`src/hw/rtl/hdu_pkg.sv`:
```
package hdu_pkg;

   // Field widths of the packet word and of the decoded hit.
   localparam int WORD_WIDTH   = 64;
   localparam int TIME_WIDTH   = 48;
   localparam int PIXEL_WIDTH  = 10;
   localparam int TOT_WIDTH    = 10;
   localparam int TOA_WIDTH    = 14;
   localparam int FINE_WIDTH   = 4;
   localparam int LAYOUT_WIDTH = 8;
   localparam int COUNT_WIDTH  = 13;
   localparam int PERIOD_WIDTH = 28;
   localparam int CSR_DATA_WIDTH  = 28;
   localparam int CSR_INDEX_WIDTH = 1;

   // Word classification codes.
   localparam logic [23:0] HEADER_SIGNATURE = 24'h585054;
   localparam logic [7:0]  TOP_TRIGGER      = 8'h6F;
   localparam logic [3:0]  NIBBLE_TIMER     = 4'h4;
   localparam logic [3:0]  NIBBLE_HIT       = 4'hB;
   localparam logic [3:0]  TIMER_SEL_LOW    = 4'h4;
   localparam logic [3:0]  TIMER_SEL_HIGH   = 4'h5;

   // Chip layout modes.
   localparam logic [LAYOUT_WIDTH-1:0] LAYOUT_PLAIN  = 8'd0;
   localparam logic [LAYOUT_WIDTH-1:0] LAYOUT_FLIP_XY = 8'd1;
   localparam logic [LAYOUT_WIDTH-1:0] LAYOUT_FLIP_X  = 8'd2;
   localparam logic [PIXEL_WIDTH-1:0]  PIXEL_SPAN     = 10'd255;

   // Register reset values.
   localparam logic [PERIOD_WIDTH-1:0] FRAME_PERIOD_RESET = 28'd16666667;
   localparam logic [PIXEL_WIDTH-1:0]  CHIP_GAP_RESET     = 10'd260;

   typedef enum logic [CSR_INDEX_WIDTH-1:0] {
      CSR_FRAME_PERIOD    = 1'b0,
      CSR_CHIP_GAP_OFFSET = 1'b1
   } csr_index_type;

   // Time context handed from the time tracker to the hit formatter.
   typedef struct packed {
      logic                    hit_en;
      logic [TIME_WIDTH-1:0]   hit_time;
      logic [TIME_WIDTH-1:0]   trigger_time;
      logic [LAYOUT_WIDTH-1:0] layout_mode;
   } hdu_ctx_type;

   // One decoded hit.
   typedef struct packed {
      logic [PIXEL_WIDTH-1:0] pixel_x;
      logic [PIXEL_WIDTH-1:0] pixel_y;
      logic [TOT_WIDTH-1:0]   over_threshold;
      logic [TOA_WIDTH-1:0]   arrival_coarse;
      logic [FINE_WIDTH-1:0]  arrival_fine;
      logic [TIME_WIDTH-1:0]  hit_time;
      logic [TIME_WIDTH-1:0]  flight_time;
   } hdu_result_type;

endpackage

```
`src/hw/rtl/hdu_channels.sv`:
```
// Packet word input channel.
interface hdu_req_if;
   import hdu_pkg::*;
   logic                  valid;
   logic                  ready;
   logic [WORD_WIDTH-1:0] word;
   modport source (output valid, output word, input ready);
   modport sink (input valid, input word, output ready);
endinterface

// Decoded hit output channel.
interface hdu_rsp_if;
   import hdu_pkg::*;
   logic                   valid;
   logic                   ready;
   logic [PIXEL_WIDTH-1:0] pixel_x;
   logic [PIXEL_WIDTH-1:0] pixel_y;
   logic [TOT_WIDTH-1:0]   over_threshold;
   logic [TOA_WIDTH-1:0]   arrival_coarse;
   logic [FINE_WIDTH-1:0]  arrival_fine;
   logic [TIME_WIDTH-1:0]  hit_time;
   logic [TIME_WIDTH-1:0]  flight_time;
   modport source (output valid, output pixel_x, output pixel_y, output over_threshold,
                   output arrival_coarse, output arrival_fine, output hit_time,
                   output flight_time, input ready);
   modport sink (input valid, input pixel_x, input pixel_y, input over_threshold,
                 input arrival_coarse, input arrival_fine, input hit_time,
                 input flight_time, output ready);
endinterface

// Register write channel.
interface hdu_csr_if;
   import hdu_pkg::*;
   logic                       valid;
   logic                       ready;
   logic [CSR_INDEX_WIDTH-1:0] index;
   logic [CSR_DATA_WIDTH-1:0]  data;
   modport source (output valid, output index, output data, input ready);
   modport sink (input valid, input index, input data, output ready);
endinterface

```
`src/hw/rtl/pixel_detector_hit_decoder_unit.sv`:
```
// Pixel detector hit decoder. Takes one 64-bit packet word per cycle on req_ch and
// gives one decoded hit on rsp_ch for each hit word inside a chunk; headers, trigger
// and timer words give no result but update the time state, and unknown words give
// no result. A word passes an input register and then the result register, and a new
// word is taken every cycle unless the input is stalled. The rate is set by the
// single decode pass between those registers; back pressure on rsp_ch stalls the
// input only once both registers hold a word. Register writes on csr_ch are always
// taken: index 0 is the frame period, index 1 the chip gap offset, and they should
// only be written while no word is in flight.
module pixel_detector_hit_decoder_unit (
   input  logic        clock,
   input  logic        reset,
   hdu_req_if.sink     req_ch,
   hdu_rsp_if.source   rsp_ch,
   hdu_csr_if.sink     csr_ch
);
   import hdu_pkg::*;

   logic                    s1_valid_ff, s1_valid_in;
   logic [WORD_WIDTH-1:0]   s1_word_ff;
   logic                    rsp_valid_ff, rsp_valid_in;
   hdu_result_type          rsp_ff;
   logic [PERIOD_WIDTH-1:0] frame_period_ff, frame_period_in;
   logic [PIXEL_WIDTH-1:0]  chip_gap_ff, chip_gap_in;

   logic           out_free;
   logic           advance;
   hdu_ctx_type    ctx;
   hdu_result_type result;

   // Pipeline control: the output register frees when empty or taken.
   assign out_free     = !rsp_valid_ff || rsp_ch.ready;
   assign req_ch.ready = !s1_valid_ff || out_free;
   assign advance      = s1_valid_ff && out_free;
   assign s1_valid_in  = req_ch.ready ? req_ch.valid : s1_valid_ff;
   assign rsp_valid_in = out_free ? (advance && ctx.hit_en) : rsp_valid_ff;

   always_ff @(posedge clock) begin
      if (reset) begin
         s1_valid_ff  <= 1'b0;
         rsp_valid_ff <= 1'b0;
      end else begin
         s1_valid_ff  <= s1_valid_in;
         rsp_valid_ff <= rsp_valid_in;
      end
   end

   // Input word register.
   always_ff @(posedge clock) begin
      if (req_ch.ready) begin
         s1_word_ff <= req_ch.word;
      end
   end

   hdu_time_tracker u_time_tracker (
      .clock  (clock),
      .reset  (reset),
      .enable (advance),
      .word   (s1_word_ff),
      .ctx    (ctx)
   );

   hdu_hit_formatter u_hit_formatter (
      .word            (s1_word_ff),
      .ctx             (ctx),
      .frame_period    (frame_period_ff),
      .chip_gap_offset (chip_gap_ff),
      .result          (result)
   );

   // Result register.
   always_ff @(posedge clock) begin
      if (out_free && advance && ctx.hit_en) begin
         rsp_ff <= result;
      end
   end

   assign rsp_ch.valid          = rsp_valid_ff;
   assign rsp_ch.pixel_x        = rsp_ff.pixel_x;
   assign rsp_ch.pixel_y        = rsp_ff.pixel_y;
   assign rsp_ch.over_threshold = rsp_ff.over_threshold;
   assign rsp_ch.arrival_coarse = rsp_ff.arrival_coarse;
   assign rsp_ch.arrival_fine   = rsp_ff.arrival_fine;
   assign rsp_ch.hit_time       = rsp_ff.hit_time;
   assign rsp_ch.flight_time    = rsp_ff.flight_time;

   // Configuration registers.
   assign csr_ch.ready = 1'b1;

   always_comb begin
      frame_period_in = frame_period_ff;
      chip_gap_in     = chip_gap_ff;
      if (csr_ch.valid) begin
         unique case (csr_index_type'(csr_ch.index))
            CSR_FRAME_PERIOD:    frame_period_in = csr_ch.data[PERIOD_WIDTH-1:0];
            CSR_CHIP_GAP_OFFSET: chip_gap_in     = csr_ch.data[PIXEL_WIDTH-1:0];
            default:             frame_period_in = frame_period_ff;
         endcase
      end
   end

   always_ff @(posedge clock) begin
      if (reset) begin
         frame_period_ff <= FRAME_PERIOD_RESET;
         chip_gap_ff     <= CHIP_GAP_RESET;
      end else begin
         frame_period_ff <= frame_period_in;
         chip_gap_ff     <= chip_gap_in;
      end
   end

endmodule

```
`src/hw/rtl/hdu_time_tracker.sv`:
```
module hdu_time_tracker (
   input  logic                              clock,
   input  logic                              reset,
   input  logic                              enable,
   input  logic [hdu_pkg::WORD_WIDTH-1:0]    word,
   output hdu_pkg::hdu_ctx_type              ctx
);
   import hdu_pkg::*;

   logic [TIME_WIDTH-1:0]   global_time_ff, global_time_in;
   logic [31:0]             timer_low_ff, timer_low_in;
   logic [TIME_WIDTH-1:0]   trigger_time_ff, trigger_time_in;
   logic [LAYOUT_WIDTH-1:0] layout_ff, layout_in;
   logic [COUNT_WIDTH-1:0]  words_left_ff, words_left_in;

   logic [7:0]  top;
   logic        is_header;
   logic        in_chunk;
   logic [31:0] trig_low;
   logic [15:0] trig_upper;
   logic [29:0] local_time;
   logic [17:0] hit_upper;

   assign top       = word[63:56];
   assign is_header = (word[23:0] == HEADER_SIGNATURE);
   assign in_chunk  = (words_left_ff != '0);

   // Trigger time extension against the global time, with wrap carry.
   assign trig_low   = word[43:12];
   assign trig_upper = global_time_ff[47:32] + 16'(trig_low < global_time_ff[31:0]);

   // Hit time extension: coarse and arrival time form the low 30 bits.
   assign local_time = {word[15:0], word[43:30]};
   assign hit_upper  = global_time_ff[47:30] + 18'(local_time < global_time_ff[29:0]);

   // Next state of the chunk and timer bookkeeping.
   always_comb begin
      global_time_in  = global_time_ff;
      timer_low_in    = timer_low_ff;
      trigger_time_in = trigger_time_ff;
      layout_in       = layout_ff;
      words_left_in   = words_left_ff;
      if (enable) begin
         priority if (is_header) begin
            global_time_in  = '0;
            timer_low_in    = '0;
            trigger_time_in = '0;
            layout_in       = word[39:32];
            words_left_in   = word[63:51];
         end else if (in_chunk) begin
            words_left_in = words_left_ff - COUNT_WIDTH'(1);
            priority if (top == TOP_TRIGGER) begin
               trigger_time_in = {trig_upper, trig_low};
            end else if (top[7:4] == NIBBLE_TIMER) begin
               if (top[3:0] == TIMER_SEL_LOW) begin
                  timer_low_in = word[47:16];
               end else if (top[3:0] == TIMER_SEL_HIGH) begin
                  global_time_in = {word[31:16], timer_low_ff};
               end
            end else begin
               // Hit and unknown payload words leave the time state alone.
            end
         end else begin
            // Words outside a chunk are dropped.
         end
      end
   end

   always_ff @(posedge clock) begin
      if (reset) begin
         global_time_ff  <= '0;
         timer_low_ff    <= '0;
         trigger_time_ff <= '0;
         layout_ff       <= '0;
         words_left_ff   <= '0;
      end else begin
         global_time_ff  <= global_time_in;
         timer_low_ff    <= timer_low_in;
         trigger_time_ff <= trigger_time_in;
         layout_ff       <= layout_in;
         words_left_ff   <= words_left_in;
      end
   end

   // Context for the hit word, taken from the state before this word.
   assign ctx.hit_en       = enable && !is_header && in_chunk && (top[7:4] == NIBBLE_HIT);
   assign ctx.hit_time     = {hit_upper, local_time};
   assign ctx.trigger_time = trigger_time_ff;
   assign ctx.layout_mode  = layout_ff;

endmodule

```
`src/hw/rtl/hdu_hit_formatter.sv`:
```
module hdu_hit_formatter (
   input  logic [hdu_pkg::WORD_WIDTH-1:0]   word,
   input  hdu_pkg::hdu_ctx_type             ctx,
   input  logic [hdu_pkg::PERIOD_WIDTH-1:0] frame_period,
   input  logic [hdu_pkg::PIXEL_WIDTH-1:0]  chip_gap_offset,
   output hdu_pkg::hdu_result_type          result
);
   import hdu_pkg::*;

   logic [TIME_WIDTH:0]    diff;
   logic [TIME_WIDTH-1:0]  flight;
   logic [15:0]            addr;
   logic [PIXEL_WIDTH-1:0] raw_x;
   logic [PIXEL_WIDTH-1:0] raw_y;
   logic [PIXEL_WIDTH-1:0] pix_x;
   logic [PIXEL_WIDTH-1:0] pix_y;

   // Time of flight; the borrow tells that the hit precedes the trigger.
   assign diff = {1'b0, ctx.hit_time} - {1'b0, ctx.trigger_time};

   always_comb begin
      flight = diff[TIME_WIDTH-1:0];
      if (diff[TIME_WIDTH]) begin
         flight = diff[TIME_WIDTH-1:0] + TIME_WIDTH'(frame_period);
      end
   end

   // Pixel address split into double column, super pixel and pixel.
   assign addr  = word[59:44];
   assign raw_x = PIXEL_WIDTH'({addr[15:9], 1'b0}) + PIXEL_WIDTH'(addr[2]);
   assign raw_y = PIXEL_WIDTH'({addr[8:3], 2'b00}) + PIXEL_WIDTH'(addr[1:0]);

   // Chip placement; unknown layouts leave the coordinates as they are.
   always_comb begin
      priority if (ctx.layout_mode == LAYOUT_PLAIN) begin
         pix_x = raw_x + chip_gap_offset;
         pix_y = raw_y;
      end else if (ctx.layout_mode == LAYOUT_FLIP_XY) begin
         pix_x = PIXEL_SPAN - raw_x + chip_gap_offset;
         pix_y = PIXEL_SPAN - raw_y + chip_gap_offset;
      end else if (ctx.layout_mode == LAYOUT_FLIP_X) begin
         pix_x = PIXEL_SPAN - raw_x;
         pix_y = PIXEL_SPAN - raw_y + chip_gap_offset;
      end else begin
         pix_x = raw_x;
         pix_y = raw_y;
      end
   end

   assign result.pixel_x        = pix_x;
   assign result.pixel_y        = pix_y;
   assign result.flight_time    = flight;
   assign result.over_threshold = word[29:20];
   assign result.arrival_coarse = word[43:30];
   assign result.arrival_fine   = word[19:16];
   assign result.hit_time       = ctx.hit_time;

endmodule

```
`src/flat_wrapper.sv`:
```
// flat-port wrapper written by rule: the top's interface ports become plain ports
module pixel_detector_hit_decoder_unit_flat import hdu_pkg::*;
  (clock, reset, req_ch_valid, req_ch_word, req_ch_ready, rsp_ch_valid, rsp_ch_pixel_x, rsp_ch_pixel_y, rsp_ch_over_threshold, rsp_ch_arrival_coarse, rsp_ch_arrival_fine, rsp_ch_hit_time, rsp_ch_flight_time, rsp_ch_ready, csr_ch_valid, csr_ch_index, csr_ch_data, csr_ch_ready);
  hdu_req_if req_ch_i ();
  hdu_rsp_if rsp_ch_i ();
  hdu_csr_if csr_ch_i ();
  input  logic clock;
  input  logic reset;
  input wire logic [$bits(req_ch_i.valid)-1:0] req_ch_valid;
  input wire logic [$bits(req_ch_i.word)-1:0] req_ch_word;
  output wire logic [$bits(req_ch_i.ready)-1:0] req_ch_ready;
  output wire logic [$bits(rsp_ch_i.valid)-1:0] rsp_ch_valid;
  output wire logic [$bits(rsp_ch_i.pixel_x)-1:0] rsp_ch_pixel_x;
  output wire logic [$bits(rsp_ch_i.pixel_y)-1:0] rsp_ch_pixel_y;
  output wire logic [$bits(rsp_ch_i.over_threshold)-1:0] rsp_ch_over_threshold;
  output wire logic [$bits(rsp_ch_i.arrival_coarse)-1:0] rsp_ch_arrival_coarse;
  output wire logic [$bits(rsp_ch_i.arrival_fine)-1:0] rsp_ch_arrival_fine;
  output wire logic [$bits(rsp_ch_i.hit_time)-1:0] rsp_ch_hit_time;
  output wire logic [$bits(rsp_ch_i.flight_time)-1:0] rsp_ch_flight_time;
  input wire logic [$bits(rsp_ch_i.ready)-1:0] rsp_ch_ready;
  input wire logic [$bits(csr_ch_i.valid)-1:0] csr_ch_valid;
  input wire logic [$bits(csr_ch_i.index)-1:0] csr_ch_index;
  input wire logic [$bits(csr_ch_i.data)-1:0] csr_ch_data;
  output wire logic [$bits(csr_ch_i.ready)-1:0] csr_ch_ready;
  assign req_ch_i.valid = req_ch_valid;
  assign req_ch_i.word = req_ch_word;
  assign req_ch_ready = req_ch_i.ready;
  assign rsp_ch_valid = rsp_ch_i.valid;
  assign rsp_ch_pixel_x = rsp_ch_i.pixel_x;
  assign rsp_ch_pixel_y = rsp_ch_i.pixel_y;
  assign rsp_ch_over_threshold = rsp_ch_i.over_threshold;
  assign rsp_ch_arrival_coarse = rsp_ch_i.arrival_coarse;
  assign rsp_ch_arrival_fine = rsp_ch_i.arrival_fine;
  assign rsp_ch_hit_time = rsp_ch_i.hit_time;
  assign rsp_ch_flight_time = rsp_ch_i.flight_time;
  assign rsp_ch_i.ready = rsp_ch_ready;
  assign csr_ch_i.valid = csr_ch_valid;
  assign csr_ch_i.index = csr_ch_index;
  assign csr_ch_i.data = csr_ch_data;
  assign csr_ch_ready = csr_ch_i.ready;
  pixel_detector_hit_decoder_unit u_core (.clock(clock), .reset(reset), .req_ch(req_ch_i), .rsp_ch(rsp_ch_i), .csr_ch(csr_ch_i));
endmodule
```
`config.mk`:
```
export PLATFORM = sky130hd
export DESIGN_NAME = pixel_detector_hit_decoder_unit_flat
export DESIGN_NICKNAME = d
export VERILOG_FILES = /design/src/hw/rtl/hdu_pkg.sv /design/src/hw/rtl/hdu_channels.sv /design/src/hw/rtl/pixel_detector_hit_decoder_unit.sv /design/src/hw/rtl/hdu_time_tracker.sv /design/src/hw/rtl/hdu_hit_formatter.sv /design/src/flat_wrapper.sv
export SDC_FILE = /design/constraint.sdc
export NUM_CORES = 1
export LEC_CHECK = 0
export BUFFER_PORTS_ARGS = -buffer_cell sky130_fd_sc_hd__buf_2
export CORE_MARGIN = 2
export CORE_UTILIZATION = 54
export CTS_CLUSTER_DIAMETER = 100
export CTS_CLUSTER_SIZE = 24
export DETAILED_ROUTE_END_ITERATION = 8
export PLACE_DENSITY = 0.77
export SYNTH_ARGS = -nofsm -noshare
export SYNTH_HDL_FRONTEND = slang
export SYNTH_HIERARCHICAL = 1
export SYNTH_SLANG_ARGS = --single-unit
```
`constraint.sdc`:
```
create_clock -name clock -period 8.8 [get_ports clock]
set_clock_uncertainty 0.05 [all_clocks]
set_input_delay 1.32 -clock clock [delete_from_list [all_inputs] [get_ports clock]]
set_output_delay 1.32 -clock clock [all_outputs]
set_load 0.005 [all_outputs]
```
==> run metrics <==
outcome=complete, no violations; overall routing resource usage=0.2965; Util after Layout=0.5818; Hold Path End=u_core/u_time_tracker/layout_ff[2]; Max IR drop VDD=0.1310 mV; M2 GR Usage=0.4628; post-synthesis instance total=2467; CP Max Fanout=58; CTS Buf Count=21; layout cells sized above 1=0.1386; Slew HR=0.2870; Final Hold Fails=0; CTS resizes=0; Core ar.=43270 µm²; Hold-fix buffers, CTS=0; asr flop ratio synth=0; maxcap violations=0; crit path from=u_core/s1_word_ff[32]; Setup CP Type=register to register; initial drt markers=1761; Max Freq=0.1503 GHz; Combinational Power Share=0.209; Hold Crit Start=u_core/u_time_tracker/layout_ff[2]; routed len/inst=22.12 µm; Hold WC Path Type=register to register; DRT Pass-1 Iters=5; post-synthesis compound-gate area fraction=0.1625; GR peak layer=met2; M1 GR Usage=0.4335; Crit path largest cell delay=0.72 ns; reg2reg path depth=22; main combinational cell family by area after synthesis=compound AO/OA/AOI/OAI gates; Period minus WS final=6.655 ns; kind of start point of the critical path=register; Syn Nets=2746; GP Congestion=0.9669; Routed Antenna Nets=0; unrepaired setup endpoints after global routing=false; vias=19060; post-synthesis simple-gate area fraction=0.1615; CTS tree=built; xor/xnor cell area share of the yosys netlist=0.04649; reg2reg end=u_core/rsp_ch.flight_time[46]; multi-input logic area=11940 µm²; period utilization=0.7562; Fillers=3799; total number of clock tree sinks=397; Hold Path Depth=2; Post-CTS Setup Repair Bufs=0; die height=213.7 µm; worst-path cell with the longest stage delay=a311o_2; root buffer cell=clkbuf_16; Clk pwr share=0.271; # diodes=0; Tot Pwr=3.993 mW; Synth Register Bits=397; final setup fails=0; post-route cell area=25170 µm²; P_int=2.802 mW; clk slew on worst S/H paths=0.10 ns; area grow syn2layout=6.051%; worst slack, placed=2.230 ns; critical path endpoint category=register; setup slack after layout=2.145 ns; DRC violations left=0; worst skew pair latency=0.57 ns; Avg Inst Size Synth=9.622 µm²; CP Data Arrival Time=6.91 ns; GRT met3 Usage=0.04115; Routed WL=69.10 mm; Non-Filler Instances=3124; H-tree Lvls=1; number of global-route vias before repair=17810; worst-path cell chain=ha_1 -> a21oi_1 -> o21ai_0 -> a221oi_1 -> o21ai_0 -> a21oi_1 -> ha_1 -> nand3_1 -> nor2b_1 -> nand3_1 -> xnor2_1 -> ha_1 -> nand3_1 -> nor4_1 -> a221oi_1 -> o211ai_1 -> a211o_1 -> a311o_2 -> or3_1 -> or3_4 -> nand3b_1 -> xnor2_1; RR Startpoint=u_core/s1_word_ff[32]; number of flops mapped to enable cells by yosys=208; Synth cell types=92; Fin Setup TNS=0 ns; Sw Ratio=0.2983; # IOs=245; mux contribution to synthesized area=0.03321; average vias per placed instance=6.101; # rows=76; initial core utilization=0.5486; adder-cell share of the synthesized area=0.09699; antenna violations before repair=0; Synth Cell Area=23740 µm²; Reg2Reg Setup Slack=2.15 ns; Seq pwr share=0.520; fin nets=2804; pwr dens=158.6 nW/µm²; DIE AREA=45650 µm²; sequential share of the synthesized area=0.4225; first-pass GRT wire length=103.9 mm; detailed placer's ending HPWL=52.03 mm; Worst Path Required=9.05 ns; static leakage=9.789 nW; Final Slew Violations=0; Buffers on Ports=243; actual slew at the worst max-slew pin=1.060 ns; Top FF cell, synth=edfxtp_1; Hold Slack=0.4103 ns; Yosys Warn Count=6; die width=213.7 µm; Reg area=10030 µm²; Longest Clk Path Bufs=3; Inst Count DP=3087; largest net degree at the start of global routing=82; Net Sw Power=1.191 mW; DP Area=24560 µm²; gr ovfl total=0
cells in the final DEF, fill, tap and decap left out, types with 32 or more instances in the layout:
master      n
a21oi_1   183
nor3b_1    40
nand2_1   161
nand3_1   109
o21ai_0   126
nor2_1    172
mux2i_1    72
dfxtp_1   189
edfxtp_1  208
xnor2_1    79
a21o_1     46
xor2_1     47
nand4_1    36
nand2b_1   43
a21boi_0   37
buf_2     242
nor3_1     32
ha_1      176
inv_1     133
synth_stat cells (10+ instances only):
cell type	count	area, µm²
nand4_1	36	225.2
a31oi_1	11	68.82
a221oi_1	11	96.34
nand4bb_1	10	112.6
a211oi_1	14	105.1
a21o_1	46	345.3
inv_1	133	499.2
nor3b_1	40	300.3
buf_2	22	110.1
xor2_1	47	411.6
a21boi_0	37	277.8
o21bai_1	13	97.59
buf_4	109	818.3
xnor2_1	79	691.9
mux2i_1	72	720.7
nand2_1	161	604.3
dfxtp_1	189	3784
o31ai_1	11	82.58
nor2_1	173	649.4
nand3_1	110	550.5
or3_1	10	62.56
o211ai_1	15	112.6
a31o_2	20	175.2
nor2b_1	14	87.58
a31o_1	20	175.2
o21ai_0	126	630.6
edfxtp_1	208	6246
o21a_1	12	90.09
a21oi_1	183	915.9
and2_1	13	81.33
nand2b_1	43	269.0
ha_1	176	2202
clkbuf_1	91	341.6
nor4_1	15	93.84
nor3_1	32	160.2
and3_1	18	112.6
flip-flops by register name (all words and copies together) (netlist names):
name,cells
u_core/u_time_tracker/global_time_ff,48
u_core/rsp_ch.pixel_x,10
u_core/u_time_tracker/layout_ff,8
u_core/rsp_ch.over_threshold,10
u_core/rsp_ch.hit_time,48
u_core/u_time_tracker/words_left_ff,13
u_core/chip_gap_ff,10
u_core/s1_valid_ff,1
u_core/s1_word_ff,64
u_core/u_time_tracker/trigger_time_ff,48
u_core/u_time_tracker/timer_low_ff,32
u_core/rsp_ch.flight_time,48
u_core/frame_period_ff,28
u_core/rsp_ch.pixel_y,10
u_core/rsp_ch.arrival_coarse,14
u_core/rsp_ch.valid,1
u_core/rsp_ch.arrival_fine,4
per-layer routing:
| metal | vias up | share of wire |
|---|---|---|
| met2 | 822 | 0.45 |
| met3 | 95 | 0.078 |
| met5 | - | 0 |
| met1 | 9218 | 0.45 |
| met4 | 0 | 0.025 |
| li1 | 8923 | - |
worst max path at each step:
stage	to	slack, ns	cells after the start
final	u_core/rsp_ch.flight_time[46]	2.15	22
after global routing	u_core/rsp_ch.flight_time[46]	1.71	22
after CTS	u_core/rsp_ch.flight_time[46]	2.21	22
after detailed placement	u_core/rsp_ch.flight_time[46]	2.23	22
after global placement	u_core/rsp_ch.flight_time[44]	2.26	22
after floorplan	u_core/rsp_ch.arrival_coarse[0]	2.29	8
power by group through the flow:
stage	Clock [mW]	Combinational, mW	Sequential (mW)
floorplan	0	0.645	2.08
global placement	0	0.791	2.11
detailed placement	0	0.813	2.12
CTS	1.10	0.818	2.07
global route	1.16	0.917	2.08
finish	1.08	0.833	2.08
worst max-delay path, delay by kind of cell, from the launching register on:
family	cells	cell delay (ns)
compound gates	9	2.38
simple gates	8	2.00
fa+ha+maj	3	1.00
flops	1	0.56
xor+xnor	2	0.40
area by class of cell:
type / count / share of cell area
multi-input cells: 1710 / 0.4742
well taps: 585 / 0.02908
clock inverters: 5 / 0.001740
repair buffers: 262 / 0.05423
inverters: 133 / 0.01983
clock buffers: 32 / 0.02252
flip-flops and latches: 397 / 0.3984
logic make-up (layout without fill, tap and decap cells):
kind of cell / Yosys count / in the layout
AO/OA/AOI/OAI: 594 / 594
XOR/XNOR: 126 / 126
adder cells (fa/ha/maj): 181 / 181
buffers and inverters: 360 / 432
flip-flops: 397 / 397
multiplexers: 78 / 78
other: 1 / 1
AND/OR/NAND/NOR: 730 / 730
No activity file was read; power rests on OpenSTA's default activity.
